===== src/rtl/mqts_pkg.sv =====
`timescale 1ns / 1ps

package mqts_pkg;

    localparam int DATA_W = 32;

    // opcodes; the unused code behaves as a query
    localparam logic [1:0] OP_ENQ   = 2'd0;
    localparam logic [1:0] OP_DEQ   = 2'd1;
    localparam logic [1:0] OP_QUERY = 2'd2;

    // reported maximum of an empty queue
    localparam logic signed [DATA_W-1:0] EMPTY_MAX = -32'sd2100000000;

    // one store entry: value plus prefix max of its own stack
    typedef struct packed {
        logic signed [DATA_W-1:0] value;
        logic signed [DATA_W-1:0] pmax;
    } entry_t;

    // controller -> datapath
    typedef struct packed {
        logic accept;       // input transfer this cycle
        logic xfer_rd;      // read front top, pop front
        logic xfer_wr;      // push read value onto back
        logic pop_rd;       // read back top and the entry below it
        logic pop_fin;      // capture dequeued value, new back max
        logic load_result;  // fill output register
    } dp_cmd_t;

    // datapath -> controller
    typedef struct packed {
        logic is_deq;       // opcode on the input port is a dequeue
        logic front_empty;
        logic back_empty;
    } dp_status_t;

endpackage


===== src/rtl/mqts_controller.sv =====
`timescale 1ns / 1ps

module mqts_controller
    import mqts_pkg::*;
(
    input  logic       clk,
    input  logic       rst_n,
    input  logic       in_valid,
    output logic       in_stall,
    output logic       out_valid,
    input  logic       out_stall,
    input  dp_status_t status,
    output dp_cmd_t    cmd
);

    typedef enum logic [5:0] {
        ST_IDLE    = 6'b000001,
        ST_XFER_RD = 6'b000010,
        ST_XFER_WR = 6'b000100,
        ST_POP_RD  = 6'b001000,
        ST_POP_FIN = 6'b010000,
        ST_FINISH  = 6'b100000
    } state_t;

    state_t state_reg;
    state_t state_next;
    logic   out_valid_reg;
    logic   out_valid_next;
    logic   accept;
    logic   slot_free;

    assign in_stall  = (state_reg != ST_IDLE);
    assign accept    = in_valid && !in_stall;
    assign slot_free = !out_valid_reg || !out_stall;
    assign out_valid = out_valid_reg;

    always_comb
    begin
        state_next = state_reg;
        cmd        = '0;
        cmd.accept = accept;
        unique case (state_reg)
            ST_IDLE:
            begin
                if (accept)
                begin
                    priority if (status.is_deq && !status.back_empty)
                        state_next = ST_POP_RD;
                    else if (status.is_deq && !status.front_empty)
                        state_next = ST_XFER_RD;
                    else
                        state_next = ST_FINISH;
                end
            end
            ST_XFER_RD:
            begin
                cmd.xfer_rd = 1'b1;
                state_next  = ST_XFER_WR;
            end
            ST_XFER_WR:
            begin
                cmd.xfer_wr = 1'b1;
                state_next  = status.front_empty ? ST_POP_RD : ST_XFER_RD;
            end
            ST_POP_RD:
            begin
                cmd.pop_rd = 1'b1;
                state_next = ST_POP_FIN;
            end
            ST_POP_FIN:
            begin
                cmd.pop_fin = 1'b1;
                state_next  = ST_FINISH;
            end
            ST_FINISH:
            begin
                if (slot_free)
                begin
                    cmd.load_result = 1'b1;
                    state_next      = ST_IDLE;
                end
            end
            default:
            begin
                state_next = ST_IDLE;
            end
        endcase
    end

    always_comb
    begin
        out_valid_next = out_valid_reg;
        if (cmd.load_result)
            out_valid_next = 1'b1;
        else if (out_valid_reg && !out_stall)
            out_valid_next = 1'b0;
    end

    always_ff @(posedge clk or negedge rst_n)
    begin
        if (!rst_n)
        begin
            state_reg     <= ST_IDLE;
            out_valid_reg <= 1'b0;
        end
        else
        begin
            state_reg     <= state_next;
            out_valid_reg <= out_valid_next;
        end
    end

    // never overwrite a result that is still waiting
    assert property (@(posedge clk) disable iff (!rst_n)
        cmd.load_result |-> (!out_valid_reg || !out_stall))
        else $error("result register overwritten while stalled");

    // an accepted item always leaves idle
    assert property (@(posedge clk) disable iff (!rst_n)
        accept |=> (state_reg != ST_IDLE))
        else $error("accepted item not processed");

    // a transfer only starts on a dequeue with an empty back stack
    assert property (@(posedge clk) disable iff (!rst_n)
        (state_reg == ST_IDLE) && (state_next == ST_XFER_RD)
            |-> status.back_empty && !status.front_empty)
        else $error("front stack moved while back stack holds entries");

endmodule


===== config.mk =====
export PLATFORM = sky130hd
export DESIGN_NAME = mqts_controller
export DESIGN_NICKNAME = d
export VERILOG_FILES = /design/src/rtl/mqts_pkg.sv /design/src/rtl/mqts_controller.sv
export SDC_FILE = /design/constraint.sdc
export NUM_CORES = 1
export LEC_CHECK = 0
export BUFFER_PORTS_ARGS = -buffer_cell sky130_fd_sc_hd__buf_4
export CORE_AREA = 2 2 39 41
export CTS_CLUSTER_DIAMETER = 120
export CTS_CLUSTER_SIZE = 24
export DETAILED_ROUTE_END_ITERATION = 8
export DIE_AREA = 0 0 41 43
export SKIP_CTS_REPAIR_TIMING = 1
export SLEW_MARGIN = 20
export SYNTH_ARGS = -nofsm -noshare
export SYNTH_HDL_FRONTEND = slang
export SYNTH_SLANG_ARGS = --single-unit
export TNS_END_PERCENT = 30

===== constraint.sdc =====
create_clock -name clk -period 2 [get_ports clk]
set_clock_uncertainty 0.2 [all_clocks]
set_input_delay 0.3 -clock clk [delete_from_list [all_inputs] [get_ports clk]]
set_output_delay 0.3 -clock clk [all_outputs]
set_load 0.01 [all_outputs]

==> run summary <==
Core Box Area = 0.001384 mm^2
sequential-to-total area share from yosys stat = 40.75%
fin util = 48.19%
syn_nets = 55
CP Class = register to primary output
vias in the first global route = 385
status = complete, but fails checks
footprint of the multi-input gates = 261.5 um^2
GP Congestion = 0.6462
crit-path leading delay family = simple AND/OR/NAND/NOR gates
DR vias/cell = 4.886
die width = 41 um
#FFs+latches synth = 7
CP required = 1500 ps
fin worst setup slack = -104.8 ps
Vert. Die Dim = 43 um
DR iter-0 viols = 5
max FFs per register = 6
global routing's busiest layer = met2
met2 usage = 18.75%
CTS tree = yes
worst skew pair latency = 250 ps
Starting Density = 31.28%
Num Clock Sinks = 7
drt pass-1 iters = 3
final WL = 1064 um
Psw = 0.2737 mW
Max Cap Viol = 0
Area Overhead vs Synth = 54.05%
arrival time worst endpoint = 1600 ps
Final nets = 80
GRT overflow = 0
most common cell after layout, fill and taps aside = buf_4
met1 Resource Use GR = 16.89%
fill count = 137
Comb pwr share = 56.7%
reg2reg path depth = 5
Root Driver = clkbuf_4
synthesized area = 432.9 um^2
H-tree Lvls = 1
Num CTS Buffers = 3
most frequent cells in the layout = 18 x buf_4, 6 x nand2_1, 6 x dfrtp_1
Slew Limit Fails = 0
via count = 430
Buf+Inv Stages, Crit Path = 1
Total GRT Usage = 13.37%
Storage cell area = 176.4 um^2
switching share of power = 36.05%
met3 usage = 3.141%
Final min period = 2105 ps
clk buf depth = 2
row cnt = 14
CP max FO = 5
Synth warnings = 0
WHS = 32.49 ps
Achievable Freq = 475.1 MHz
Crit-path slowest cell = or4_4
violated checks = negative setup slack
Final Cell Area = 666.9 um^2
RSZ-0062 raised after global routing = true
CP max stage delay = 560 ps
Slew HR = 83.15%
final setup fails = 3
synth unique cells = 25
I/O Buffers = 14
Pleak = 0.3172 nW
Hold Crit Class = input port to register
Die ar. = 0.001763 mm^2
Post-DP Area = 580.6 um^2
Routed wire per std cell = 12.09 um
Syn Area/Cell = 9.019 um^2
final worst path period share = 105.2%
DRC viols = 0
first-pass GRT wire length = 1538 um
worst path cell trace = or4_4 > nor2b_4 > and2_4 > buf_6
layout cells sized above 1 = 51.39%
hold depth = 2
Final Hold Vio Count = 0
Post-DP HPWL = 823.2 um
Crit. End Element = primary output
Syn Inst Count = 48
worst vdd ir = 0.5476 mV
critical path depth in cells = 4
CTS clk-pin slew, worst paths = 50 ps
CP startpoint kind = register
worst slew pin tran = 250.4 ps
# IOs = 15
P_int = 0.4857 mW
Sequential Power Share = 26.9%
power share of the clock group = 16.5%
largest net degree at the start of global routing = 8
Detail Route Antenna Nets = 0
antenna violations before repair = 0
Ant. Diodes = 0
power density cells = 1139 mW/mm^2
logic make-up (layout without fill, tap and decap cells):
family | count (synthesis) | count (layout) | synth area share [%]
compound gates | 10 | 10 | 15.61
buf+inv | 3 | 27 | 4.333
simple gates | 27 | 27 | 37.28
xor+xnor | 1 | 1 | 2.023
flops | 7 | 7 | 40.75
per-stage QoR:
step,setup WS (ps),setup TNS [ps],power [mW],cells
2_1_floorplan,114.4,0,0.4531,48
3_3_place_gp,160.0,0,0.5637,81
3_5_place_dp,145.4,0,0.5725,81
4_1_cts,-125.8,-282.3,0.7005,85
5_1_grt,-153.4,-311.8,0.8133,88
6_report,-104.8,-165.0,0.7594,88
layout make-up:
class	instances	share of cell area [%]
clock buffer	4	3.940
inverter	1	0.5629
multi-input combinational	38	39.21
sequential	7	26.45
tap	16	3.002
timing repair buffer	22	26.83
cells in the mapped netlist:
| master | count | area [um^2] |
|---|---|---|
| nand2_1 | 6 | 22.52 |
| dfstp_2 | 1 | 26.28 |
| nor2b_1 | 2 | 12.51 |
| nand2b_1 | 2 | 12.51 |
| a311o_1 | 1 | 10.01 |
| nand3b_1 | 1 | 7.510 |
| o22ai_2 | 1 | 12.51 |
| nor4_1 | 3 | 18.77 |
| a21oi_1 | 3 | 15.01 |
| or4_4 | 1 | 11.26 |
| or2_2 | 1 | 6.260 |
| a31oi_1 | 1 | 6.260 |
| o211ai_1 | 1 | 7.510 |
| inv_2 | 1 | 3.750 |
| xor2_1 | 1 | 8.760 |
| dfrtp_1 | 6 | 150.1 |
| nor2b_4 | 1 | 13.76 |
| o21ai_0 | 2 | 10.01 |
| buf_4 | 2 | 15.01 |
| nor2_1 | 3 | 11.26 |
| and2_2 | 1 | 7.510 |
| nand3_1 | 1 | 5.000 |
| nor3_1 | 3 | 15.01 |
| o22ai_1 | 1 | 6.260 |
| and2b_2 | 2 | 17.52 |
layer usage:
metal	up-vias	routed length, um
met3	2	39
met2	13	535
met5	-	0
li1	223	-
met4	0	7
met1	192	482
power by group through the flow:
stage	sequential (mW)	clock (mW)	combinational, mW
CTS	0.204	0.130	0.366
global placement	0.205	0	0.359
finish	0.204	0.125	0.430
global route	0.207	0.141	0.465
detailed placement	0.207	0	0.366
floorplan	0.219	0	0.235
worst paths after layout:
kind | startpoint | end | slack (ps)
min in group asynchronous | rst_n | state_reg[2]$_DFFE_PN0P_ | 200
setup / recovery | state_reg[5]$_DFFE_PN0P_ | cmd[5] | -100
hold reg to reg | out_valid$_DFFE_PN0P_ | out_valid$_DFFE_PN0P_ | 380
max in group asynchronous | rst_n | state_reg[0]$_DFFE_PN1P_ | 1190
hold / removal | status[1] | state_reg[1]$_DFFE_PN0P_ | 30
setup reg to reg | state_reg[5]$_DFFE_PN0P_ | state_reg[1]$_DFFE_PN0P_ | 270
(Power assumes the default switching activity.)
